==> config.mk <==
export PLATFORM = sky130hd
export DESIGN_NAME = rau_mult
export DESIGN_NICKNAME = d
export VERILOG_FILES = /design/src/rtl/rational_arithmetic_unit_defines.svh /design/src/rtl/rau_mult.sv
export SDC_FILE = /design/constraint.sdc
export NUM_CORES = 2
export LEC_CHECK = 0
export ABC_AREA = 1
export BUFFER_PORTS_ARGS = -buffer_cell sky130_fd_sc_hd__buf_4
export CORE_ASPECT_RATIO = 1.5
export CORE_MARGIN = 10
export CORE_UTILIZATION = 66
export DETAILED_ROUTE_END_ITERATION = 10
export PLACE_DENSITY = 0.84
export SYNTH_ARGS = -nofsm -noshare
export SYNTH_HDL_FRONTEND = slang
export SYNTH_SLANG_ARGS = --single-unit
export TNS_END_PERCENT = 1
==> constraint.sdc <==
create_clock -name clock -period 9.5 [get_ports clock]
set_clock_uncertainty 0.15 [all_clocks]
set_input_delay 0.95 -clock clock [delete_from_list [all_inputs] [get_ports clock]]
set_output_delay 0.95 -clock clock [all_outputs]
set_load 0.1 [all_outputs]
==> src/rtl/rational_arithmetic_unit_defines.svh <==
// Assertion macros used by the rational arithmetic unit top level.
`ifndef RATIONAL_ARITHMETIC_UNIT_DEFINES_SVH
`define RATIONAL_ARITHMETIC_UNIT_DEFINES_SVH
`ifndef SYNTHESIS
`define RAU_ASSERT_IMP(lbl, ante, cons, msg) \
   lbl: assert property (@(posedge clock) disable iff (reset) (ante) |-> (cons)) \
      else $error(msg);
`define RAU_ASSERT_NXT(lbl, ante, cons, msg) \
   lbl: assert property (@(posedge clock) disable iff (reset) (ante) |=> (cons)) \
      else $error(msg);
`else
`define RAU_ASSERT_IMP(lbl, ante, cons, msg)
`define RAU_ASSERT_NXT(lbl, ante, cons, msg)
`endif
`endif

==> src/rtl/rau_mult.sv <==
// Registered signed multiplier shared by all cross products.
`timescale 1ns / 1ps
`default_nettype none
module rau_mult #(
   parameter int W = 32
) (
   input  wire logic                  clock,
   input  wire logic signed [W-1:0]   a,
   input  wire logic signed [W-1:0]   b,
   output logic signed [2*W-1:0]      p
);

   logic signed [2*W-1:0] p_ff;

   always_ff @(posedge clock) begin
      p_ff <= a * b;
   end

   assign p = p_ff;

endmodule
`default_nettype wire

==> flow_summary.json <==
{
  "num_io_pins": 129,
  "clock_sinks": 64,
  "tightest_slew_ns": 1.089,
  "core_sq_mm": 0.06015,
  "final-max-slew-violation-count": 0,
  "viasPerCell": 5.442,
  "cts_max_level": 3,
  "finalSetupViolations": 0,
  "path_clk_slew_ns": 0.06,
  "finalCritPeriodShare_pct": 88.46,
  "syn-num-nets": 6455,
  "seq_area_frac_synth_pct": 3.187,
  "start_util_pct": 66.85,
  "endpoint_kind": "flip-flop",
  "status": "completed",
  "finalHoldViolCount": 0,
  "grt_pass1_vias": 35340,
  "track_usage_pct": 32.63,
  "ant_nets": 0,
  "gr-total-overflow": 0,
  "ys_warn_count": 0,
  "holdBufCountCts": 0,
  "die_w_um": 221.5,
  "crit_arrival_ns": 8.48,
  "routed_wl_um": 112400,
  "yosysUniqueCellTypes": 27,
  "largest_register_ffs": 64,
  "first_pass_iters": 6,
  "postSynthCellCount": 5124,
  "drive_gt1_share_pct": 4.659,
  "area_growth_pct": 4.127,
  "startpoint_type": "input port",
  "netlist_area_sq_mm": 0.04020,
  "drt_iter0_markers": 2353,
  "dieArea_sq_mm": 0.07139,
  "synth_top_area_cell": "fa_1",
  "vias": 31960,
  "cp_max_fo": 32,
  "tritoncts": "done",
  "post_cts_buffers": 0,
  "synth_area_per_cell_sq_um": 7.846,
  "cts.path.max_buffers": 2,
  "cp.required_ns": 9.58,
  "post-route-min-period_ns": 8.404,
  "clock-root-buffer": "clkbuf_16",
  "synth_area_leaders": "fa_1 54%, inv_1 16%, nand2_1 14%, ha_1 5.7%, dfxtp_1 3.2%",
  "cap_viol_max_count": 0,
  "rsz0062_at_grt": "no",
  "cts_made_buffers": 9,
  "critical_path_class": "input port to flip-flop",
  "cts.repair.resized": 0,
  "gp_congestion": 1.016,
  "max_freq_mhz": 119.0,
  "ys_ff_latch": 64,
  "die_h_um": 322.3,
  "drc": 0,
  "grt_max_degree": 33,
  "rows": 110,
  "dp_hpwl_um": 96140,
  "synth_top_area_share_pct": 53.88,
  "max-slew-margin-rel_pct": 27.33,
  "antenna_found_initial": 2,
  "critical_path.slowest_cell": "fa_1",
  "hp-class": "input port to flip-flop",
  "slowest_delay_ns": 0.86,
  "routedWlPerCell_um": 19.14,
  "nets": 6413,
  "grt_pass1_wl_um": 183100,
  "fin_tns_setup_ns": 0,
  "portBuffers": 128
}
[cell usage in the layout (no fill, tap or decap), types with 2 or more instances in the layout]
master	instances
inv_1	1692
nand2_1	1504
fa_1	1082
ha_1	184
buf_4	139
nor2_1	93
nand3_1	73
dfxtp_1	64
a21oi_1	62
nor2_2	31
xor2_1	31
nand2_2	21
o21ai_0	17
nand4_1	13
nor3_1	11
clkbuf_16	9
o21bai_1	8
inv_2	8
or2_2	7
nand3b_1	6
nand3_2	6
nor3_2	5
o21ai_1	4
xnor2_1	3
nor2_4	3
bufinv_16	3
inv_6	3
diode_2	2
a21o_1	2
[final cells by class]
cell class | count | area (sq um)
multi-input combinational | 3168 | 31820
fill | 4697 | 18280
inverter | 1700 | 6381
sequential | 64 | 1281
timing repair buffer | 139 | 1044
tap | 784 | 980.9
clock buffer | 9 | 225.2
clock inverter | 7 | 125.1
antenna | 2 | 5.005
[cell usage after synthesis]
cell / instances
ha_1: 184
nand3_1: 73
inv_1: 1692
nor2_2: 31
dfxtp_1: 64
nor2_1: 93
nand3b_1: 6
or2_2: 7
nand2_2: 21
nor3_2: 5
nand2_1: 1504
nand3_2: 6
nor2_4: 3
o21bai_1: 8
nand4_1: 13
xnor2_1: 3
nor3_1: 11
o21a_1: 1
inv_2: 8
a21oi_2: 1
fa_1: 1082
a21o_1: 2
clkbuf_1: 192
o21ai_1: 4
xor2_1: 31
a21oi_1: 62
o21ai_0: 17
[path summary, 6_finish.rpt]
check,to,start,cells after the start
max,p[52],b[6],26
min,p[0],a[0],3
[logic make-up after synthesis]
group           Yosys count  share of synthesized area, %
compound gates           95                         1.260
fa+ha+maj              1266                         59.60
flops                    64                         3.187
xor+xnor                 34                        0.7407
buf+inv                1892                         17.66
simple gates           1773                         17.55
[per-stage QoR]
step | utilization (%) | cells | hold slack, ns | setup WS, ns | cell area [sq um]
final | 69.60 | 5873 | 0.9536 | 1.096 | 41860
after global routing | 69.60 | 5873 | 0.9814 | 0.6045 | 41860
after CTS | 69.60 | 5871 | 0.9510 | 1.107 | 41860
after detailed placement | 69.01 | 5855 | 1.296 | 0.7756 | 41510
after global placement | 69.01 | 5855 | 1.285 | 0.9122 | 41510
after floorplan | - | 5124 | 0.8976 | 1.756 | 40200
[metal layers]
metal	track usage, %	wire (um)
met1	34.85	35830
met2	58.81	58680
met3	4.255	8141
met4	23.34	9724
met5	0	0
[critical path: cells and delay by family]
| family | cells | cell delay [ns] |
|---|---|---|
| fa+ha+maj | 9 | 4.72 |
| buf+inv | 9 | 1.58 |
| compound gates | 3 | 0.67 |
| simple gates | 5 | 0.52 |
Power is left out: the tool's default activity adds up to more than one toggle a clock period on the data nets, which glitch-free logic cannot reach.
