`config.mk`:
```
export PLATFORM = sky130hd
export DESIGN_NAME = rau_div
export DESIGN_NICKNAME = d
export VERILOG_FILES = /design/src/rtl/rational_arithmetic_unit_defines.svh /design/src/rtl/rau_div.sv
export SDC_FILE = /design/constraint.sdc
export NUM_CORES = 1
export LEC_CHECK = 0
export BUFFER_PORTS_ARGS = -buffer_cell sky130_fd_sc_hd__buf_2
export CORE_ASPECT_RATIO = 1.2
export CORE_MARGIN = 5
export CORE_UTILIZATION = 40
export DETAILED_ROUTE_END_ITERATION = 8
export PLACE_DENSITY = 0.61
export SKIP_CTS_REPAIR_TIMING = 1
export SYNTH_ARGS = -nofsm -noshare
export SYNTH_HDL_FRONTEND = slang
export SYNTH_SLANG_ARGS = --single-unit
```
`constraint.sdc`:
```
create_clock -name clock -period 9 [get_ports clock]
set_clock_uncertainty 0.15 [all_clocks]
set_input_delay 1.8 -clock clock [delete_from_list [all_inputs] [get_ports clock]]
set_output_delay 1.8 -clock clock [all_outputs]
set_load 0.02 [all_outputs]
```
`src/rtl/rational_arithmetic_unit_defines.svh`:
```
// Assertion macros used by the rational arithmetic unit top level.
`ifndef RATIONAL_ARITHMETIC_UNIT_DEFINES_SVH
`define RATIONAL_ARITHMETIC_UNIT_DEFINES_SVH
`ifndef SYNTHESIS
`define RAU_ASSERT_IMP(lbl, ante, cons, msg) \
   lbl: assert property (@(posedge clock) disable iff (reset) (ante) |-> (cons)) \
      else $error(msg);
`define RAU_ASSERT_NXT(lbl, ante, cons, msg) \
   lbl: assert property (@(posedge clock) disable iff (reset) (ante) |=> (cons)) \
      else $error(msg);
`else
`define RAU_ASSERT_IMP(lbl, ante, cons, msg)
`define RAU_ASSERT_NXT(lbl, ante, cons, msg)
`endif
`endif

```
`src/rtl/rau_div.sv`:
```
// Iterative restoring divider, one quotient bit per cycle.
`timescale 1ns / 1ps
`default_nettype none
module rau_div #(
   parameter int MW = 63
) (
   input  wire logic          clock,
   input  wire logic          reset,
   input  wire logic          start,
   input  wire logic [MW-1:0] n,
   input  wire logic [MW-1:0] d,
   output logic               done,
   output logic [MW-1:0]      q
);

   localparam int CW = $clog2(MW + 1);

   logic [MW-1:0] rem_ff, rem_in, q_ff, q_in;
   logic [CW-1:0] cnt_ff, cnt_in;
   logic          run_ff, run_in, done_ff, done_in;
   logic [MW:0]   trial;
   logic          ge;

   always_comb begin
      trial   = {rem_ff, q_ff[MW-1]};
      ge      = trial >= {1'b0, d};
      rem_in  = rem_ff;
      q_in    = q_ff;
      cnt_in  = cnt_ff;
      run_in  = run_ff;
      done_in = 1'b0;
      if (start) begin
         rem_in = '0;
         q_in   = n;
         cnt_in = CW'(MW);
         run_in = 1'b1;
      end else if (run_ff) begin
         rem_in = ge ? MW'(trial - {1'b0, d}) : trial[MW-1:0];
         q_in   = {q_ff[MW-2:0], ge};
         cnt_in = cnt_ff - 1'b1;
         if (cnt_ff == CW'(1)) begin
            run_in  = 1'b0;
            done_in = 1'b1;
         end
      end
   end

   always_ff @(posedge clock) begin
      rem_ff <= rem_in;
      q_ff   <= q_in;
      cnt_ff <= cnt_in;
      if (reset) begin
         run_ff  <= 1'b0;
         done_ff <= 1'b0;
      end else begin
         run_ff  <= run_in;
         done_ff <= done_in;
      end
   end

   assign done = done_ff;
   assign q    = q_ff;

endmodule
`default_nettype wire

```
==> results.json <==
{
  "hpwl_um": 20200,
  "grt_max_degree": 100,
  "clock_latency_ns": 0.42,
  "initial_utilization": 0.409,
  "path_clk_slew_ns": 0.06,
  "total_power_mw": 1.96,
  "synthAdderAreaFrac": 0.0848,
  "worst-path-max-fanout": 36,
  "post-route-min-period_ns": 5.76,
  "worst_ep_arrival_time_ns": 5.92,
  "start_kind": "input pin",
  "wirelength_um": 27200,
  "synth_cell_type_count": 66,
  "setup_viol": 0,
  "tightest_slew_ns": 1.08,
  "synthXorXnorAreaFrac": 0.0446,
  "slew-limit-headroom": 0.279,
  "clockRootBuffer": "clkbuf_16",
  "p_per_area_nw_per_um2": 169,
  "synth_area_um2": 9830,
  "core_um2": 24000,
  "synth_nets": 1364,
  "setup_tns_ns": 0,
  "synth_edf_count": 63,
  "grt_pass1_wl_um": 44800,
  "vias_per_cell": 5.48,
  "synth.area.top_cells": "edfxtp_1, dfxtp_1, ha_1, mux2_2, a21oi_1",
  "final_nets": 1510,
  "power.leakage_nw": 5.01,
  "drt_iter0_markers": 449,
  "gp_congestion": 0.902,
  "synth_compound_area_frac": 0.224,
  "dieArea_um2": 27800,
  "avgSynthCellArea_um2": 8.41,
  "rsz0062_at_grt": "false",
  "clock_sinks": 134,
  "hold_class": "reg -> reg",
  "post-route-period-util": 0.640,
  "antennaDiodeCount": 0,
  "synth_top_family_by_area": "compound AO/OA/AOI/OAI gates",
  "worstPathRequired_ns": 9.16,
  "status": "finished clean",
  "synth_ff_type": "dfxtp_1",
  "drc": 0,
  "async_reset_ff_frac": 0,
  "cts_tree": "done",
  "clk_path_buf_depth": 2,
  "route.antenna.remaining_nets": 0,
  "ys_ff_latch": 134,
  "die_y_um": 182,
  "antenna_found_initial": 2,
  "hold_viol_final": 0,
  "fill_cells": 2419,
  "port_buffers": 192,
  "first_global_vias": 9071,
  "gr-usage-all-layers": 0.193,
  "area_growth_pct": 17.6,
  "ir_drop_v": 0.000123,
  "cap_violations": 0,
  "cts_made_buffers": 17,
  "drive_gt1_frac": 0.232,
  "endpoint_kind": "register",
  "worstSetupPathType": "in -> reg",
  "clock.fmax_ghz": 0.174,
  "final_max_slew_viol_count": 0,
  "row_count": 62,
  "wl_per_cell_um": 16.5,
  "htree_num_levels": 4,
  "yosys.area.top_type": "edfxtp_1",
  "synth_top_area_frac": 0.193,
  "synth-simple-area-share": 0.168,
  "num_vias": 9023,
  "syn_inst": 1169,
  "grt-ovfl-total": 0,
  "die_w_um": 153,
  "synth.area.mux_share": 0.0796,
  "yosysWarnings": 0,
  "yosysSeqAreaShare": 0.337,
  "dr.pass1.iters": 5,
  "pin_count": 193
}
==> cell usage in the layout, fill, tap and decap left out, drive strengths merged, types with 6 or more instances in the layout <==
cell type	instances
buf	197
nand2	130
nor2	103
a21oi	100
inv	97
dfxtp	71
mux2	65
ha	65
edfxtp	63
o21ai	59
a311oi	36
a21o	32
xnor2	32
nand4	23
nand3	21
xor2	18
clkbuf	17
o21bai	16
nor3	15
a211oi	15
o21a	13
and3	12
or3	11
nand2b	9
a31oi	8
o211ai	8
nor2b	6
or4	6
==> cell families after synthesis <==
family | Yosys count
AOI/OAI and AO/OA | 333
xor gates and xnor gates | 50
adders and majority gates | 66
buffers and inverters | 158
DFF | 134
muxes | 70
and+or+nand+nor | 358
==> where the power goes <==
group	internal (mW)	total, mW	switching [mW]
combinational	0.203	0.507	0.304
sequential	0.699	0.732	0.0338
clock	0.398	0.717	0.319
total	1.30	1.96	0.656
==> synthesized netlist by cell type, types with 5 or more instances <==
library cell / number
o22ai_1: 5
a31oi_1: 8
a311oi_1: 36
mux2i_1: 5
nor3_1: 15
nor2b_1: 6
a21o_1: 32
o21a_1: 13
or4_1: 5
o21ai_0: 58
nor2_1: 103
nand2_1: 129
a211oi_1: 15
o211ai_1: 8
xnor2_1: 32
mux2_2: 65
buf_2: 8
inv_1: 87
dfxtp_1: 71
or3_1: 11
ha_1: 65
clkbuf_1: 59
a32oi_1: 5
nand3_1: 21
edfxtp_1: 63
o21bai_1: 16
xor2_1: 18
nand2b_1: 9
a21oi_1: 100
and3_1: 12
nand4_1: 23
==> final timing paths <==
kind / endpoint / start / slack [ns] / depth (start not counted)
worst max-delay path: rem_ff[47] / d[43] / 3.24 / 11
worst min-delay path: rem_ff[52] / rem_ff[52] / 0.33 / 2
worst max register to register: rem_ff[47] / rem_ff[42] / 4.38 / 9
worst min register to register: rem_ff[52] / rem_ff[52] / 0.33 / 2
==> flip-flops by register name, summed over array words and instances, names as in the netlist <==
name / flops
rem_ff: 63
q: 63
done: 1
run_ff: 1
cnt_ff: 6
==> per-stage QoR <==
| step | worst slack, ns | hold WS (ns) | cell area, um^2 | cells | util |
|---|---|---|---|---|---|
| floorplan | 3.77 | 0.297 | 9830 | 1169 | - |
| global placement | 2.86 | 0.319 | 11000 | 1616 | 0.456 |
| detailed placement | 2.81 | 0.324 | 11000 | 1616 | 0.456 |
| CTS | 3.24 | 0.335 | 11600 | 1648 | 0.481 |
| global route | 3.06 | 0.364 | 11600 | 1648 | 0.481 |
| finish | 3.24 | 0.330 | 11600 | 1648 | 0.481 |
==> layout make-up <==
type                            count  area, um^2  area share
Clock buffer                       17         425      0.0368
Clock inverter                     15         175      0.0152
Inverter                           88         330      0.0286
Multi-Input combinational cell    877        5910       0.511
Sequential cell                   134        3320       0.287
Tap cell                          320         400      0.0346
Timing Repair Buffer              197        1000      0.0866
==> worst max-delay path: stages <==
cell and delay [ns]:
buf_2 0.07, inv_1 0.03, ha_1 0.43, nand4_1 0.22, or3_1 0.39, or3_1 0.40, or4_4 0.58, o41a_2 0.78
buf_4 0.37, or4_1 0.57, a32o_1 0.25
==> metal layers <==
| layer | global-route usage | routed length, um | vias up |
|---|---|---|---|
| met2 | 0.333 | 13300 | 274 |
| met3 | 0.0533 | 1760 | 34 |
| li1 | - | - | 4537 |
| met1 | 0.238 | 11700 | 4174 |
| met4 | 0.0503 | 446 | 4 |
| met5 | 0 | 19 | - |
(Power assumes the default switching activity.)
