### src/rtl/rational_arithmetic_unit_defines.svh
// Assertion macros used by the rational arithmetic unit top level.
`ifndef RATIONAL_ARITHMETIC_UNIT_DEFINES_SVH
`define RATIONAL_ARITHMETIC_UNIT_DEFINES_SVH
`ifndef SYNTHESIS
`define RAU_ASSERT_IMP(lbl, ante, cons, msg) \
   lbl: assert property (@(posedge clock) disable iff (reset) (ante) |-> (cons)) \
      else $error(msg);
`define RAU_ASSERT_NXT(lbl, ante, cons, msg) \
   lbl: assert property (@(posedge clock) disable iff (reset) (ante) |=> (cons)) \
      else $error(msg);
`else
`define RAU_ASSERT_IMP(lbl, ante, cons, msg)
`define RAU_ASSERT_NXT(lbl, ante, cons, msg)
`endif
`endif

### src/rtl/rau_gcd.sv
// Iterative binary gcd unit, one step per cycle.
`timescale 1ns / 1ps
`default_nettype none
module rau_gcd #(
   parameter int MW = 63
) (
   input  wire logic          clock,
   input  wire logic          reset,
   input  wire logic          start,
   input  wire logic [MW-1:0] x,
   input  wire logic [MW-1:0] y,
   output logic               done,
   output logic [MW-1:0]      g
);

   localparam int KW = $clog2(MW + 1);

   logic [MW-1:0] a_ff, a_in, b_ff, b_in;
   logic [KW-1:0] k_ff, k_in;
   logic          run_ff, run_in, done_ff, done_in;

   always_comb begin
      a_in    = a_ff;
      b_in    = b_ff;
      k_in    = k_ff;
      run_in  = run_ff;
      done_in = 1'b0;
      if (start) begin
         a_in   = x;
         b_in   = y;
         k_in   = '0;
         run_in = 1'b1;
      end else if (run_ff) begin
         if (a_ff == b_ff) begin
            run_in  = 1'b0;
            done_in = 1'b1;
         end else if (!a_ff[0] && !b_ff[0]) begin
            a_in = a_ff >> 1;
            b_in = b_ff >> 1;
            k_in = k_ff + 1'b1;
         end else if (!a_ff[0]) begin
            a_in = a_ff >> 1;
         end else if (!b_ff[0]) begin
            b_in = b_ff >> 1;
         end else if (a_ff > b_ff) begin
            a_in = (a_ff - b_ff) >> 1;
         end else begin
            b_in = (b_ff - a_ff) >> 1;
         end
      end
   end

   always_ff @(posedge clock) begin
      a_ff <= a_in;
      b_ff <= b_in;
      k_ff <= k_in;
      if (reset) begin
         run_ff  <= 1'b0;
         done_ff <= 1'b0;
      end else begin
         run_ff  <= run_in;
         done_ff <= done_in;
      end
   end

   assign done = done_ff;
   assign g    = a_ff << k_ff;

endmodule
`default_nettype wire

### config.mk
export PLATFORM = sky130hd
export DESIGN_NAME = rau_gcd
export DESIGN_NICKNAME = d
export VERILOG_FILES = /design/src/rtl/rational_arithmetic_unit_defines.svh /design/src/rtl/rau_gcd.sv
export SDC_FILE = /design/constraint.sdc
export NUM_CORES = 1
export LEC_CHECK = 0
export ABC_CLOCK_PERIOD_IN_PS = 4400
export BUFFER_PORTS_ARGS = -buffer_cell sky130_fd_sc_hd__buf_2
export CAP_MARGIN = 5
export CORE_ASPECT_RATIO = 1.1
export CORE_UTILIZATION = 38
export CTS_BUF_LIST = sky130_fd_sc_hd__clkbuf_8 sky130_fd_sc_hd__clkbuf_16
export CTS_CLUSTER_SIZE = 30
export DETAILED_ROUTE_END_ITERATION = 8
export PLACE_DENSITY = 0.64
export SYNTH_ARGS = -nofsm -noshare
export SYNTH_HDL_FRONTEND = slang
export SYNTH_SLANG_ARGS = --single-unit
### constraint.sdc
create_clock -name clock -period 4.4 [get_ports clock]
set_input_delay 1.32 -clock clock [delete_from_list [all_inputs] [get_ports clock]]
set_output_delay 1.32 -clock clock [all_outputs]
set_load 0.02 [all_outputs]
==> results.py, run 1 <==
metrics = {
    "run_status": {
        "status": "finished clean",
    },
    "yosys": {
        "synth_top_area_cell": "edfxtp_1",
        "synthDistinctLibCells": 83,
        "ys.flop_type": "edfxtp_1",
        "synth-compound-area-share_pct": 27.4,
        "yosys.area_share.simple_pct": 18.0,
        "synth_top_area_share_pct": 20.9,
        "synth_adder_area_share_pct": 9.14,
        "ys_ff_latch": 134,
        "synth_edf_count": 126,
        "async_flop_share_pct": 0,
        "netlist_instances": 2387,
        "synth.avg_cell_area_um2": 7.58,
        "yosysSeqAreaShare_pct": 21.8,
        "synth_top_family_by_area": "compound AO/OA/AOI/OAI gates",
        "synthTopCellsByArea": "edfxtp_1 (21%), ha_1 (8.9%), a21oi_1 (7.4%)",
        "muxShareOfSynthArea_pct": 9.07,
        "syn-num-nets": 2647,
        "synth_area_um2": 18100,
        "synth_xor_area_share_pct": 5.96,
        "synth_warnings": 0,
    },
    "place": {
        "place_worst_setup_slack_ns": 0.282,
        "placed_area_um2": 20100,
        "globalplace.congestion": 1.01,
        "hpwl_um": 61300,
        "port_buffers": 192,
    },
    "cells_and_area": {
        "fillers": 4844,
        "mostFrequentLayoutCells": "nand2_1 (342), a21oi_1 (265), nor2_1 (219)",
        "antenna_cells": 0,
        "area_delta_synth_final_pct": 14.1,
        "layout-drive-gt1-share_pct": 17.3,
        "regArea_um2": 3950,
        "layout_commonest_cell": "nand2_1",
        "multi_input_area_um2": 12600,
        "nNetsFinal": 2799,
        "final_cell_area_um2": 20600,
    },
    "die": {
        "die_w_um": 210,
        "dieHeight_um": 231,
        "dieArea_um2": 48500,
        "rows": 83,
        "coreArea_um2": 46800,
        "start_util_pct": 38.6,
        "top_level_ports": 193,
    },
    "worst_setup_path": {
        "crit_chain": "buf_4 -> mux4_2 -> mux2i_1 -> nand2_1 -> o21ai_0 -> nor2_1 -> a31oi_1 -> a21oi_1 -> buf_2",
        "end_kind": "output pin",
        "path_max_fanout": 16,
        "critPathRequiredTime_ns": 3.08,
        "slowest_stage": "mux4_2",
        "startpoint_type": "register",
        "cp.arrival_ns": 2.95,
        "critPathKind": "register to output pin",
        "slowest_delay_ns": 0.57,
    },
    "global_route": {
        "grt_pass1_wl_um": 115000,
        "antenna_found_initial": 1,
        "grt_usage_pct": 31.4,
        "first_global_vias": 18332,
        "overflow": 0,
        "grt_max_degree": 98,
    },
    "clocking": {
        "cts_made_buffers": 17,
        "ctsHoldBuffers": 0,
        "root_buffer": "clkbuf_16",
        "clkTransAtPathRegs_ns": 0.07,
        "htreeDepth": 4,
        "clkSinkCount": 134,
        "cts_tree": "yes",
        "clockBufferDepth": 2,
        "clock_latency_ns": 0.48,
    },
    "routing": {
        "drt_first_iter_violations": 2114,
        "route.vias.total": 19296,
        "drtPass1Iterations": 6,
        "drc_errors": 0,
        "routed_via_density": 6.05,
        "ant_nets": 0,
        "routedWlPerCell_um": 24.2,
        "wl_um": 77000,
    },
    "timing": {
        "fin_crit_sh_pct": 97.1,
        "holdWs_ns": 0.637,
        "tightest_slew_ns": 0.944,
        "fin_ws_ns": 0.126,
        "final-setup-viol-count": 0,
        "rsz0062_at_grt": "no",
        "hold_viol_final": 0,
        "max_freq_ghz": 0.234,
        "fin_skew_ns": 0.0126,
        "maxSlewViolCount": 0,
        "period_minus_slack_ns": 4.27,
        "tns_ns": 0,
        "relSlewSlack_pct": 37.1,
    },
    "pwr": {
        "power_w": 0.00988,
        "p_per_area_nw_per_um2": 479,
        "worst_ir_drop_vdd_uv": 364,
        "power.leakage_nw": 9.11,
    },
    "min_path": {
        "min_path_type": "register to register",
    },
    "flow_run": {
        "cap_violations": 0,
    },
}
per-stage QoR:
stage,utilization (%),std cells
2_1_floorplan,-,2387
3_3_place_gp,42.8,3156
3_5_place_dp,42.8,3156
4_1_cts,44.0,3188
5_1_grt,44.0,3189
6_report,44.0,3189
path summary, 6_finish.rpt:
| kind | startpoint | slack [ns] | depth (start not counted) | to |
|---|---|---|---|---|
| hold / removal | run_ff | 0.64 | 2 | done |
| setup / recovery | k_ff[1] | 0.13 | 9 | g[51] |
| setup reg to reg | a_ff[24] | 0.23 | 11 | b_ff[41] |
| hold reg to reg | run_ff | 0.64 | 2 | done |
Yosys cell counts, types with 17 or more instances:
| library cell | n |
|---|---|
| o221ai_1 | 30 |
| o22ai_1 | 17 |
| xnor2_1 | 78 |
| a21o_1 | 49 |
| mux2i_1 | 57 |
| nor3_1 | 27 |
| nand3_1 | 24 |
| nand2_1 | 342 |
| o21ai_0 | 152 |
| a22oi_1 | 18 |
| edfxtp_1 | 126 |
| xor2_1 | 45 |
| nor2_1 | 221 |
| o21bai_1 | 32 |
| clkbuf_1 | 112 |
| a21oi_1 | 266 |
| nand4_1 | 41 |
| inv_1 | 207 |
| a221oi_1 | 58 |
| mux4_2 | 47 |
| ha_1 | 129 |
| buf_2 | 25 |
| buf_1 | 21 |
| a31oi_1 | 21 |
cell type report:
type / count / share of cell area, %
Timing Repair Buffer: 309 / 9.45
Clock inverter: 15 / 0.570
Sequential cell: 134 / 19.1
Tap cell: 637 / 3.86
Multi-Input combinational cell: 1869 / 61.1
Inverter: 208 / 3.78
Clock buffer: 17 / 2.06
layer usage:
metal  routed length (µm)  vias to the layer above  GRT usage [%]
met5                   15                        -              0
met4                 3210                        2           13.5
met3                 5390                      150           3.75
met2                34400                      984           49.2
met1                34000                     9302           43.5
li1                     -                     8858              -
cells by family (layout without fill, tap and decap cells):
kind of cell,count (synthesis),in the layout
xor gates and xnor gates,123,123
buffers and inverters,384,549
adders and majority gates,131,131
muxes,105,105
AOI/OAI and AO/OA,764,764
DFF,134,134
and+or+nand+nor,746,746
report_power, final:
| group | switching [W] | total [W] | internal (W) |
|---|---|---|---|
| registers | 0.000287 | 0.00198 | 0.00170 |
| clock network | 0.000689 | 0.00146 | 0.000767 |
| logic | 0.00411 | 0.00645 | 0.00234 |
what timing repair did:
action	in CTS	in global routing
resized for setup	1	9
buffers inserted	0	1
endpoints found under the setup margin	1	20
pin swaps	0	0
worst max-delay path: cells and delay by family, from the launching register on:
| family | cells | cell delay (ns) |
|---|---|---|
| buffers and inverters | 2 | 0.48 |
| muxes | 2 | 0.77 |
| AOI/OAI and AO/OA | 3 | 0.51 |
| DFF | 1 | 0.55 |
| and+or+nand+nor | 2 | 0.16 |
sequential cells by signal, indices dropped and copies added (netlist names):
register	flops
a_ff	63
b_ff	63
done	1
k_ff	6
run_ff	1
(Power assumes the default switching activity.)
==> inputs of run 2 (changes only) <==
CORE_MARGIN = 1.5   (was unset)
RECOVER_POWER = 25   (was unset)
==> run 2 against run 1 <==
  * Via count is 0.40% higher
  * Clock power is 14% higher
  * Sequential power hardly changed
  * Cell count is 0.13% higher
  * Register-to-register slack worse by 0.04 ns
  * Hold slack worse by 0.12 ns
  * Non-clock buffer count is 6 higher
  * Routed wire length is 4.3% lower
  * Total power is 1.7% higher
  * Clock skew is 0.0058 ns higher
  * Highest routed layer is now met4
==> results.py, run 2 (synthesized netlist as in run 1, its figures left out) <==
metrics = {
    "run_status": {
        "status": "finished clean",
    },
    "die": {
        "rows": 83,
        "dieArea_um2": 48900,
        "die_w_um": 211,
        "start_util_pct": 38.6,
        "dieHeight_um": 232,
        "top_level_ports": 193,
        "coreArea_um2": 46800,
    },
    "global_route": {
        "first_global_vias": 18289,
        "overflow": 0,
        "grt_max_degree": 131,
        "antenna_found_initial": 0,
        "grt_pass1_wl_um": 111000,
        "grt_usage_pct": 29.6,
    },
    "clocking": {
        "clockBufferDepth": 2,
        "htreeDepth": 4,
        "clock_latency_ns": 0.46,
        "cts_tree": "yes",
        "clkTransAtPathRegs_ns": 0.07,
        "clkSinkCount": 134,
        "cts_made_buffers": 17,
        "ctsHoldBuffers": 0,
        "root_buffer": "clkbuf_16",
    },
    "timing": {
        "maxSlewViolCount": 0,
        "fin_crit_sh_pct": 96.8,
        "period_minus_slack_ns": 4.26,
        "holdWs_ns": 0.515,
        "final-setup-viol-count": 0,
        "relSlewSlack_pct": 1.76,
        "hold_viol_final": 0,
        "tightest_slew_ns": 1.47,
        "fin_skew_ns": 0.0185,
        "max_freq_ghz": 0.235,
    },
    "pwr": {
        "seqPwrFrac_pct": 19.6,
        "power.leakage_nw": 9.20,
        "intPower_w": 0.00504,
        "worst_ir_drop_vdd_uv": 297,
        "clockPowerShare_pct": 16.5,
        "combPwrFrac_pct": 63.9,
        "p_per_area_nw_per_um2": 483,
        "switching_share_pct": 49.9,
        "switchingPower_w": 0.00502,
    },
    "worst_setup_path": {
        "path_max_fanout": 42,
        "critPathRequiredTime_ns": 3.08,
        "r2r_cells": 12,
        "startpoint_type": "register",
        "crit_start": "k_ff[0]",
        "r2r_start": "a_ff[9]",
        "critPathKind": "register to output pin",
        "cp.arrival_ns": 2.94,
        "rrSetupSlack_ns": 0.19,
        "timing.rr.end": "a_ff[55]",
        "crit_end": "g[61]",
        "end_kind": "output pin",
    },
    "cells_and_area": {
        "layout_commonest_cell": "nand2_1",
        "area_delta_synth_final_pct": 15.0,
        "mostFrequentLayoutCells": "nand2_1 (342), a21oi_1 (265), nor2_1 (219)",
        "instances_no_fill": 3193,
        "fillers": 4749,
        "antenna_cells": 0,
        "layout-drive-gt1-share_pct": 17.4,
        "nNetsFinal": 2805,
        "reg_top3": "a_ff x63, b_ff x63, k_ff x6",
    },
    "routing": {
        "wl_um": 73700,
        "drt_first_iter_violations": 1993,
        "route.vias.total": 19373,
        "routedWlPerCell_um": 23.1,
        "ant_nets": 0,
        "drc_errors": 0,
        "routed_via_density": 6.07,
        "drtPass1Iterations": 7,
    },
    "place": {
        "port_buffers": 192,
        "hpwl_um": 58700,
        "globalplace.congestion": 1.04,
        "dp_cells": 3154,
    },
    "min_path": {
        "min_path_type": "register to register",
    },
    "flow_run": {
        "cap_violations": 0,
    },
}
## run 2: cell types whose count changed in the layout (fill, tap and decap cells not counted), sizes merged
cell	previous run	this run
buf	308	312
clkinv	10	9
bufinv	1	5
clkinvlp	3	0
inv	209	207
clkbuf	18	20
## run 2: power by group through the flow
stage	Sequential [W]	Clock, W	Combinational, W
2_1_floorplan	0.00188	0	0.00416
3_3_place_gp	0.00198	0	0.00623
3_5_place_dp	0.00199	0	0.00620
4_1_cts	0.00196	0.00167	0.00625
5_1_grt	0.00199	0.00171	0.00687
6_report	0.00197	0.00166	0.00642
## run 2: final cells by class
| type | count | area [µm²] | share of cell area (%) |
|---|---|---|---|
| clock buffers | 17 | 425 | 2.05 |
| clock inverters | 13 | 208 | 0.999 |
| inverters | 208 | 781 | 3.75 |
| multi-input cells | 1869 | 12600 | 60.6 |
| flip-flops and latches | 134 | 3950 | 19.0 |
| well taps | 637 | 797 | 3.83 |
| repair buffers | 315 | 2030 | 9.78 |
## run 2: through the flow
step,utilization (%),TNS (ns),power (W),area [µm²],setup WS (ns)
after global placement,42.9,0,0.00820,20100,0.367
final,44.4,0,0.0101,20800,0.139
after detailed placement,42.9,0,0.00819,20100,0.292
after global routing,44.4,-0.00926,0.0106,20800,-0.00926
after CTS,44.3,0,0.00988,20700,0.0129
after floorplan,-,0,0.00605,18100,0.0569
## run 2: timing repair
action,4_1_cts,5_1_grt
endpoints found under the setup margin,1,22
buffers inserted,0,9
resized for setup,1,5
cloned,0,0
pin swaps,0,0
## run 2: how the worst min path moves through the flow
stage	cells after the start	start	slack, ns	endpoint
final	1	run_ff	0.52	done
after global routing	1	run_ff	0.52	done
after CTS	1	run_ff	0.51	done
after detailed placement	1	run_ff	0.50	done
after global placement	1	run_ff	0.50	done
after floorplan	1	run_ff	0.46	done
## run 2: worst max-delay path, stage by stage (launching register included)
cell and delay (ns):
dfxtp_4 0.46, buf_16 0.27, mux4_2 0.55, a21oi_1 0.23
buf_4 0.19, nand2_1 0.05, o21ai_1 0.21, mux2i_1 0.17
nor2_1 0.11, a21oi_1 0.05, buf_2 0.19
## run 2: per-layer routing
metal  wire length, µm  global-route usage (%)  vias up
li1                  -                       -     8880
met1             31800                    40.8     9289
met2             33200                    47.0     1054
met3              5680                    3.56      150
met4              3040                    12.2        0
met5                 0                       0        -
